### config.mk
export PLATFORM = sky130hd
export DESIGN_NAME = battery_soc_coulomb_estimator
export DESIGN_NICKNAME = d
export VERILOG_FILES = /design/src/rtl/core/bsce_pkg.sv /design/src/rtl/core/bsce_divider.sv /design/src/rtl/core/battery_soc_coulomb_estimator.sv
export SDC_FILE = /design/constraint.sdc
export NUM_CORES = 2
export LEC_CHECK = 0
export BUFFER_PORTS_ARGS = -buffer_cell sky130_fd_sc_hd__buf_2
export CAP_MARGIN = 25
export CORE_MARGIN = 1.5
export CORE_UTILIZATION = 60
export CTS_CLUSTER_DIAMETER = 150
export DETAILED_ROUTE_END_ITERATION = 10
export PLACE_DENSITY_LB_ADDON = 0.25
export SLEW_MARGIN = 20
export SYNTH_ARGS = -nofsm -noshare
export SYNTH_HDL_FRONTEND = slang
export SYNTH_SLANG_ARGS = --single-unit
### constraint.sdc
create_clock -name clk -period 14.5 [get_ports clk]
set_input_delay 1.45 -clock clk [delete_from_list [all_inputs] [get_ports clk]]
set_output_delay 1.45 -clock clk [all_outputs]
set_load 0.005 [all_outputs]
### src/rtl/core/bsce_pkg.sv
// shared types and constants for the state-of-charge estimator
`default_nettype none
package bsce_pkg;
  localparam int TablePoints = 16;
  localparam int IdxW = $clog2(TablePoints);
  localparam int SocW = 14;
  localparam int AccW = 48;
  localparam int DivW = 48;
  localparam int DivCntW = 6;
  localparam logic [SocW-1:0] SocFull = 14'd10000;

  typedef enum logic [1:0] {
    CMD_TICK  = 2'd0,
    CMD_RESET = 2'd1,
    CMD_POINT = 2'd2,
    CMD_NONE  = 2'd3
  } cmd_t;

  typedef enum logic [1:0] {
    CFG_CAPACITY  = 2'd0,
    CFG_CHG_LIMIT = 2'd1,
    CFG_DSG_LIMIT = 2'd2,
    CFG_UNUSED    = 2'd3
  } cfg_idx_t;

  typedef enum logic [3:0] {
    ST_IDLE,
    ST_TICK_MUL,
    ST_TICK_ACC,
    ST_TICK_DIV,
    ST_TICK_END,
    ST_SCAN,
    ST_INTERP_MUL,
    ST_INTERP_DIV,
    ST_INTERP_END,
    ST_DONE
  } state_t;

  typedef struct packed {
    logic            start;
    logic [DivW-1:0] dividend;
    logic [DivW-1:0] divisor;
  } div_req_t;

  typedef struct packed {
    logic            busy;
    logic            done;
    logic [DivW-1:0] quotient;
  } div_rsp_t;
endpackage
`default_nettype wire

### src/rtl/core/bsce_divider.sv
// unsigned restoring divider, one quotient bit per cycle
`default_nettype none
module bsce_divider import bsce_pkg::*; (
  input  wire logic clk,
  input  wire logic rst_n,
  input  div_req_t  req,
  output div_rsp_t  rsp
);
  logic [DivW-1:0]    quo_r, quo_nxt;
  logic [DivW-1:0]    rem_r, rem_nxt;
  logic [DivW-1:0]    dsr_r, dsr_nxt;
  logic [DivCntW-1:0] cnt_r, cnt_nxt;
  logic               busy_r, busy_nxt;
  logic               done_r, done_nxt;
  logic [DivW:0]      trial;
  logic [DivW:0]      shifted;

  always_comb begin
    quo_nxt  = quo_r;
    rem_nxt  = rem_r;
    dsr_nxt  = dsr_r;
    cnt_nxt  = cnt_r;
    busy_nxt = busy_r;
    done_nxt = 1'b0;
    shifted  = {rem_r, quo_r[DivW-1]};
    trial    = shifted - {1'b0, dsr_r};
    if (req.start) begin
      quo_nxt  = req.dividend;
      rem_nxt  = '0;
      dsr_nxt  = req.divisor;
      cnt_nxt  = DivCntW'(DivW - 1);
      busy_nxt = 1'b1;
    end else if (busy_r) begin
      if (!trial[DivW]) begin
        rem_nxt = trial[DivW-1:0];
        quo_nxt = {quo_r[DivW-2:0], 1'b1};
      end else begin
        rem_nxt = shifted[DivW-1:0];
        quo_nxt = {quo_r[DivW-2:0], 1'b0};
      end
      cnt_nxt = cnt_r - 1'b1;
      if (cnt_r == '0) begin
        busy_nxt = 1'b0;
        done_nxt = 1'b1;
      end
    end
  end

  always_ff @(posedge clk) begin
    if (!rst_n) begin
      busy_r <= 1'b0;
      done_r <= 1'b0;
    end else begin
      busy_r <= busy_nxt;
      done_r <= done_nxt;
    end
    quo_r <= quo_nxt;
    rem_r <= rem_nxt;
    dsr_r <= dsr_nxt;
    cnt_r <= cnt_nxt;
  end

  assign rsp.busy     = busy_r;
  assign rsp.done     = done_r;
  assign rsp.quotient = quo_r;
endmodule
`default_nettype wire

### src/rtl/core/battery_soc_coulomb_estimator.sv
// top level of the coulomb-counting state-of-charge estimator
// tick: multiply, accumulate, check; 48-bit divider runs when |accumulator| > capacity*3600
// reset estimate: scan of up to 16 table points, then multiply and divide for interpolation
// table write and percent reset go straight to the result; one request at a time, no overlap
// a new request is taken only once the previous result has been handed over
// synchronous active-low reset restores register defaults and clears soc, accumulator, tables
`default_nettype none
module battery_soc_coulomb_estimator import bsce_pkg::*; (
  input  wire logic              clk,
  input  wire logic              rst_n,
  input  wire logic              cfg_we,
  input  wire logic [1:0]        cfg_index,
  input  wire logic [19:0]       cfg_data,
  input  wire logic              in_valid,
  output logic                   in_ready,
  input  wire logic [1:0]        in_command,
  input  wire logic signed [19:0] in_current_ma,
  input  wire logic [15:0]       in_elapsed_ms,
  input  wire logic signed [7:0] in_percent,
  input  wire logic [15:0]       in_cell_voltage_mv,
  input  wire logic [3:0]        in_point_index,
  input  wire logic [15:0]       in_point_voltage_mv,
  input  wire logic [13:0]       in_point_soc,
  output logic                   out_valid,
  input  wire logic              out_ready,
  output logic [SocW-1:0]        out_soc,
  output logic                   out_soc_changed
);
  logic [19:0] cap_r;
  logic [15:0] chg_r, dsg_r;
  logic [15:0] ocv_r [TablePoints];
  logic [SocW-1:0] stab_r [TablePoints];
  logic [TablePoints-1:0] ocv_nz_r, soc_nz_r;

  state_t state_r, state_nxt;
  logic [SocW-1:0] level_r, level_nxt;
  logic [SocW-1:0] before_r, before_nxt;
  logic signed [AccW-1:0] acc_r, acc_nxt;
  logic signed [35:0] prod_r, prod_nxt;
  logic signed [19:0] cur_r, cur_nxt;
  logic [15:0] ms_r, ms_nxt;
  logic [15:0] volt_r, volt_nxt;
  logic [IdxW-1:0] idx_r, idx_nxt;
  logic use_tab_r, use_tab_nxt;
  logic rising_r, rising_nxt;
  logic neg_r, neg_nxt;
  logic [16:0] lo_a_r, lo_a_nxt;
  logic [15:0] dvs_r, dvs_nxt;
  logic signed [15:0] db_r, db_nxt;
  logic [SocW-1:0] base_r, base_nxt;
  logic out_valid_r, out_valid_nxt;
  logic [SocW-1:0] out_soc_r, out_soc_nxt;
  logic out_chg_r, out_chg_nxt;

  div_req_t dreq;
  div_rsp_t drsp;

  bsce_divider u_div (.clk(clk), .rst_n(rst_n), .req(dreq), .rsp(drsp));

  logic [19:0] cap_eff;
  logic [AccW-1:0] acc_mag;
  logic [15:0] a_i, a_p;
  logic [SocW-1:0] b_i, b_p, b_first, b_last;
  logic hit, last;
  logic signed [AccW-1:0] sq;
  logic signed [AccW+1:0] sum_w;
  logic signed [33:0] iprod;
  logic signed [19:0] ires;

  assign in_ready = (state_r == ST_IDLE) && !out_valid_r;
  assign cap_eff  = (cap_r == '0) ? 20'd1 : cap_r;

  always_comb begin
    if (use_tab_r) begin
      a_i = ocv_r[idx_r];
      a_p = ocv_r[idx_r - 1'b1];
      b_i = stab_r[idx_r];
      b_p = stab_r[idx_r - 1'b1];
      b_first = stab_r[0];
      b_last  = stab_r[TablePoints-1];
      last = (idx_r == IdxW'(TablePoints - 1));
    end else begin
      a_i = idx_r[0] ? dsg_r : chg_r;
      a_p = chg_r;
      b_i = idx_r[0] ? '0 : SocFull;
      b_p = SocFull;
      b_first = SocFull;
      b_last  = '0;
      last = idx_r[0];
    end
    hit = rising_r ? (volt_r <= a_i) : (volt_r >= a_i);
  end

  always_comb begin
    state_nxt   = state_r;
    level_nxt   = level_r;
    before_nxt  = before_r;
    acc_nxt     = acc_r;
    prod_nxt    = prod_r;
    cur_nxt     = cur_r;
    ms_nxt      = ms_r;
    volt_nxt    = volt_r;
    idx_nxt     = idx_r;
    use_tab_nxt = use_tab_r;
    rising_nxt  = rising_r;
    neg_nxt     = neg_r;
    lo_a_nxt    = lo_a_r;
    dvs_nxt     = dvs_r;
    db_nxt      = db_r;
    base_nxt    = base_r;
    out_valid_nxt = out_valid_r;
    out_soc_nxt = out_soc_r;
    out_chg_nxt = out_chg_r;
    dreq.start    = 1'b0;
    dreq.dividend = '0;
    dreq.divisor  = '0;
    acc_mag = acc_r[AccW-1] ? AccW'(-acc_r) : acc_r;
    sq = neg_r ? -$signed(drsp.quotient) : $signed(drsp.quotient);
    sum_w = $signed({2'b00, level_r}) + sq;
    iprod = db_r * $signed(lo_a_r);
    ires  = $signed({6'd0, base_r}) + (neg_r ? -$signed(drsp.quotient[19:0])
                                             : $signed(drsp.quotient[19:0]));
    if (out_valid_r && out_ready) out_valid_nxt = 1'b0;
    unique case (state_r)
      ST_IDLE: begin
        if (in_valid && in_ready) begin
          before_nxt = level_r;
          cur_nxt  = in_current_ma;
          ms_nxt   = in_elapsed_ms;
          volt_nxt = in_cell_voltage_mv;
          state_nxt = ST_DONE;
          case (cmd_t'(in_command))
            CMD_TICK: state_nxt = ST_TICK_MUL;
            CMD_RESET: begin
              if (in_percent >= 0 && in_percent <= 8'sd100) begin
                level_nxt = SocW'(7'(in_percent) * 14'd100);
              end else if ((|ocv_nz_r) && (|soc_nz_r)) begin
                use_tab_nxt = 1'b1;
                rising_nxt = ocv_r[0] < ocv_r[TablePoints-1];
                idx_nxt = '0;
                state_nxt = ST_SCAN;
              end else if (chg_r == dsg_r) begin
                level_nxt = '0;
              end else begin
                use_tab_nxt = 1'b0;
                rising_nxt = chg_r < dsg_r;
                idx_nxt = '0;
                state_nxt = ST_SCAN;
              end
            end
            default: ;
          endcase
        end
      end
      ST_TICK_MUL: begin
        prod_nxt = cur_r * $signed({1'b0, ms_r});
        state_nxt = ST_TICK_ACC;
      end
      ST_TICK_ACC: begin
        acc_nxt = acc_r + AccW'(prod_r);
        state_nxt = ST_TICK_DIV;
      end
      ST_TICK_DIV: begin
        if (acc_mag > AccW'(cap_eff) * AccW'(3600)) begin
          dreq.start = 1'b1;
          dreq.dividend = acc_mag;
          dreq.divisor = AccW'(cap_eff) * AccW'(360);
          neg_nxt = acc_r[AccW-1];
          state_nxt = ST_TICK_END;
        end else begin
          state_nxt = ST_DONE;
        end
      end
      ST_TICK_END: begin
        if (drsp.done) begin
          if (sum_w < 0) level_nxt = '0;
          else if (sum_w > $signed({2'b00, 34'(SocFull)})) level_nxt = SocFull;
          else level_nxt = sum_w[SocW-1:0];
          acc_nxt = '0;
          state_nxt = ST_DONE;
        end
      end
      ST_SCAN: begin
        if (hit) begin
          if (idx_r == '0) begin
            level_nxt = (b_first > SocFull) ? SocFull : b_first;
            state_nxt = ST_DONE;
          end else if (a_i == a_p) begin
            level_nxt = (b_i > SocFull) ? SocFull : b_i;
            state_nxt = ST_DONE;
          end else begin
            db_nxt = $signed({2'b00, b_i}) - $signed({2'b00, b_p});
            lo_a_nxt = {1'b0, volt_r} - {1'b0, a_p};
            dvs_nxt = (a_i > a_p) ? a_i - a_p : a_p - a_i;
            neg_nxt = (a_i < a_p);
            base_nxt = b_p;
            state_nxt = ST_INTERP_MUL;
          end
        end else if (last) begin
          level_nxt = (b_last > SocFull) ? SocFull : b_last;
          state_nxt = ST_DONE;
        end else begin
          idx_nxt = idx_r + 1'b1;
        end
      end
      ST_INTERP_MUL: begin
        prod_nxt = 36'(iprod);
        state_nxt = ST_INTERP_DIV;
      end
      ST_INTERP_DIV: begin
        dreq.start = 1'b1;
        dreq.dividend = prod_r[35] ? AccW'(-prod_r) : AccW'(prod_r);
        dreq.divisor = AccW'(dvs_r);
        neg_nxt = neg_r ^ prod_r[35];
        state_nxt = ST_INTERP_END;
      end
      ST_INTERP_END: begin
        if (drsp.done) begin
          if (ires < 0) level_nxt = '0;
          else if (ires > $signed(20'(SocFull))) level_nxt = SocFull;
          else level_nxt = ires[SocW-1:0];
          state_nxt = ST_DONE;
        end
      end
      ST_DONE: begin
        out_valid_nxt = 1'b1;
        out_soc_nxt = level_r;
        out_chg_nxt = (level_r != before_r);
        state_nxt = ST_IDLE;
      end
      default: state_nxt = ST_IDLE;
    endcase
  end

  always_ff @(posedge clk) begin
    if (!rst_n) begin
      state_r <= ST_IDLE;
      out_valid_r <= 1'b0;
      level_r <= '0;
      acc_r <= '0;
      cap_r <= 20'd50000;
      chg_r <= 16'd3650;
      dsg_r <= 16'd2500;
      ocv_nz_r <= '0;
      soc_nz_r <= '0;
      for (int i = 0; i < TablePoints; i++) begin
        ocv_r[i] <= '0;
        stab_r[i] <= '0;
      end
    end else begin
      state_r <= state_nxt;
      out_valid_r <= out_valid_nxt;
      level_r <= level_nxt;
      acc_r <= acc_nxt;
      if (cfg_we) begin
        unique case (cfg_idx_t'(cfg_index))
          CFG_CAPACITY:  cap_r <= cfg_data;
          CFG_CHG_LIMIT: chg_r <= cfg_data[15:0];
          CFG_DSG_LIMIT: dsg_r <= cfg_data[15:0];
          default: ;
        endcase
      end
      if (in_valid && in_ready && cmd_t'(in_command) == CMD_POINT) begin
        ocv_r[in_point_index[IdxW-1:0]] <= in_point_voltage_mv;
        stab_r[in_point_index[IdxW-1:0]] <= in_point_soc;
        ocv_nz_r[in_point_index[IdxW-1:0]] <= (in_point_voltage_mv != '0);
        soc_nz_r[in_point_index[IdxW-1:0]] <= (in_point_soc != '0);
      end
    end
    before_r <= before_nxt;
    prod_r <= prod_nxt;
    cur_r <= cur_nxt;
    ms_r <= ms_nxt;
    volt_r <= volt_nxt;
    idx_r <= idx_nxt;
    use_tab_r <= use_tab_nxt;
    rising_r <= rising_nxt;
    neg_r <= neg_nxt;
    lo_a_r <= lo_a_nxt;
    dvs_r <= dvs_nxt;
    db_r <= db_nxt;
    base_r <= base_nxt;
    out_soc_r <= out_soc_nxt;
    out_chg_r <= out_chg_nxt;
  end

  assign out_valid = out_valid_r;
  assign out_soc = out_soc_r;
  assign out_soc_changed = out_chg_r;
endmodule
`default_nettype wire

==> impl_metrics.csv <==
group,metric,value,unit
run_status,status,"finished, final reports clean",
logic_synthesis,yosysSeqAreaShare,0.3122,
global_route,antenna_found_initial,15,
timing,setup_viol,0,
layout,syn2layout_area_growth,7.020,%
worst_setup_path,worstPathBufferInverterCount,3,
clock_network,hold_buffers,0,
clock_network,clock_sinks,954,
logic_synthesis,yosysTopAreaCell,"edfxtp_1",
worst_setup_path,path_class,"reg2reg",
clock_network,cts_root_buffer,"clkbuf_16",
logic_synthesis,avgSynthCellArea,10.15,µm²
timing,rsz0062_at_grt,"false",
clock_network,clkTransAtPathRegs,0.06,ns
floorplanning,chipWidth,379.4,µm
timing,period_share,0.6639,
timing,hold_viol_final,0,
detailed_routing,drc,0,
floorplanning,io_pins,140,
logic_synthesis,netlist.area_leader.share,0.2625,
logic_synthesis,synth_cell_types,93,
timing,slew_viol_final,0,
global_route,grt_max_degree,102,
logic_synthesis,syn_nets,9710,
floorplanning,dieHeight,379.4,µm
layout,final_common_cell,"inv_1",
detailed_routing,ant_nets,0,
logic_synthesis,synth_area_leaders,"edfxtp_1 (26%), fa_1 (15%), ha_1 (8.6%)",
worst_setup_path,worstPathArrival,10.20,ns
worst_setup_path,critPathMaxFanout,61,
clock_network,numCtsBuffers,107,
placement,gp_congestion,1.004,
timing,setup_tns,0,ns
global_route,grt_pass1_vias,65080,
placement,dp_hpwl,181.6,mm
clock_network,cts_buffer_depth,3,
detailed_routing,via_per_inst,6.437,
timing,clock_skew,0.07119,ns
detailed_routing,drt_iter0_markers,6944,
placement,port_buffers,139,
global_route,grt_pass1_wl,381.3,mm
layout,final_cell_mix,"inv_1 (923), nand2_1 (844), edfxtp_1 (743), fa_1 (631), ha_1 (581)",
clock_network,ctsResizeCount,0,
detailed_routing,dr_total_vias,65710,
logic_synthesis,syn-instance-count,8374,
worst_setup_path,cp-start-kind,"flop",
floorplanning,initial_core_util,0.6069,
timing,maxClockFrequency,103.9,MHz
global_route,track_usage,0.3482,
logic_synthesis,synthesis.area,85000,µm²
global_route,grt-ovfl-total,0,
layout,drive_gt1_frac,0.09693,
worst_setup_path,end_kind,"flop",
logic_synthesis,ys_warn_count,0,
worst_hold_path,hold_class,"reg2reg",
floorplanning,num_rows,137,
worst_setup_path,slowest_stage,"nor4_4",
logic_synthesis,synth_edf_count,743,
logic_synthesis,ys_ff_latch,954,
timing,tightest_slew,1.138,ns
clock_network,post_cts_buffers,0,
detailed_routing,drtPass1Iterations,6,
floorplanning,coreArea,140000,µm²
clock_network,clock_latency,0.80,ns
worst_setup_path,cp.required,15.07,ns
worst_setup_path,crit_family,"simple AND/OR/NAND/NOR gates",
logic_synthesis,ys_async_sr_fraction,0,
layout,final_nets,9572,
clock_network,cts_max_level,3,
worst_setup_path,crit_top_cell,"ha_1",
timing,period_minus_slack,9.627,ns
detailed_routing,drt-wirelength-per-cell,24.46,µm
clock_network,cts_tree,"yes",
detailed_routing,routed_wl,249.7,mm
flow_run,cap_violations,0,
worst_setup_path,cpPeakStageDelay,0.76,ns
logic_synthesis,synth_top_flop_cell,"edfxtp_1",
floorplanning,dieArea,143900,µm²
timing,relSlewSlack,0.2336,
tightest hold or removal path, cell delays in order, from the launching register on:
cell and delay, ns:
dfxtp_1 0.33, nand2_1 0.05, o21ai_0 0.05
metrics by stage:
step                setup slack, ns  hold slack (ns)    util  cell area [µm²]  instances
finish                        4.873           0.4640  0.6496            90970      10210
global route                  4.196           0.4849  0.6495            90950      10200
CTS                           4.751           0.4656  0.6489            90880      10200
detailed placement            4.849           0.4485  0.6229            87240       9999
global placement              4.979           0.4409  0.6223            87150       9992
floorplan                     5.546           0.4254       -            85000       8374
synth_stat cells, drive strengths merged, types with 21 or more instances:
library cell  count
inv             927
nand2           845
edfxtp          743
fa              631
ha              582
and2            487
clkbuf          415
nor2            331
o21ai           324
a21oi           322
and3            284
mux4            270
xnor2           220
dfxtp           211
xor2            182
nand3           144
a21o            127
nor3            116
nand2b           81
nor4             74
or3              64
mux2i            62
nand4            61
nor2b            60
a22oi            58
buf              58
o211ai           52
o31ai            46
a211oi           45
o21a             44
or4              41
o22ai            38
a31oi            36
o41ai            36
mux2             31
o21bai           26
a221o            24
or2              24
a21boi           21
per-layer routing:
| metal | vias up | routed length, µm | global-route usage |
|---|---|---|---|
| li1 | 29080 | - | - |
| met1 | 32410 | 94720 | 0.4544 |
| met2 | 3508 | 114500 | 0.5517 |
| met3 | 703 | 27190 | 0.07788 |
| met4 | 12 | 13210 | 0.1667 |
| met5 | - | 86 | 0 |
kinds of logic (layout without fill, tap and decap cells):
family,Yosys count,count (layout),synth area share
AOI/OAI and AO/OA,1362,1362,0.1052
xor gates and xnor gates,402,402,0.04142
adders and majority gates,1213,1213,0.2343
buffers and inverters,1400,1352,0.06228
DFF,954,954,0.3122
muxes,363,363,0.08295
other,0,6,0
and+or+nand+nor,2680,2680,0.1616
state kept, by name, summed over array words and instances, names as in the netlist, 15 cells and up, named ones only:
name and count:
chg_r 16, u_div.quo_r 48, db_r 15, prod_r 36, cur_r 20, lo_a_r 17
u_div.rem_r 48, volt_r 16, dvs_r 16, acc_r 48, ocv_r 256, cap_r 20
dsg_r 16, ocv_nz_r 16, u_div.dsr_r 29, ms_r 16, soc_nz_r 16, stab_r 224
layout make-up:
class,instances,area (µm²)
Timing Repair Buffer,226,1443
Clock buffer,131,2838
Multi-Input combinational cell,6020,53500
Fill cell,10930,49080
Clock inverter,68,798.3
Sequential cell,954,26550
Antenna cell,6,15.01
Inverter,927,3482
Tap cell,1876,2347
final timing paths:
check,startpoint,end,slack [ns],cells after the start
max,cap_r[18]$_SDFFE_PN0P_,u_div.quo_r[9]$_DFFE_PP_,4.87,38
min,soc_nz_r[11]$_SDFFE_PN0P_,soc_nz_r[11]$_SDFFE_PN0P_,0.46,2
max reg2reg,cap_r[18]$_SDFFE_PN0P_,u_div.quo_r[9]$_DFFE_PP_,4.87,38
min reg2reg,soc_nz_r[11]$_SDFFE_PN0P_,soc_nz_r[11]$_SDFFE_PN0P_,0.46,2
Power is not shown: default switching activity piles up to over one toggle a cycle in this logic, so the estimate is an artifact.
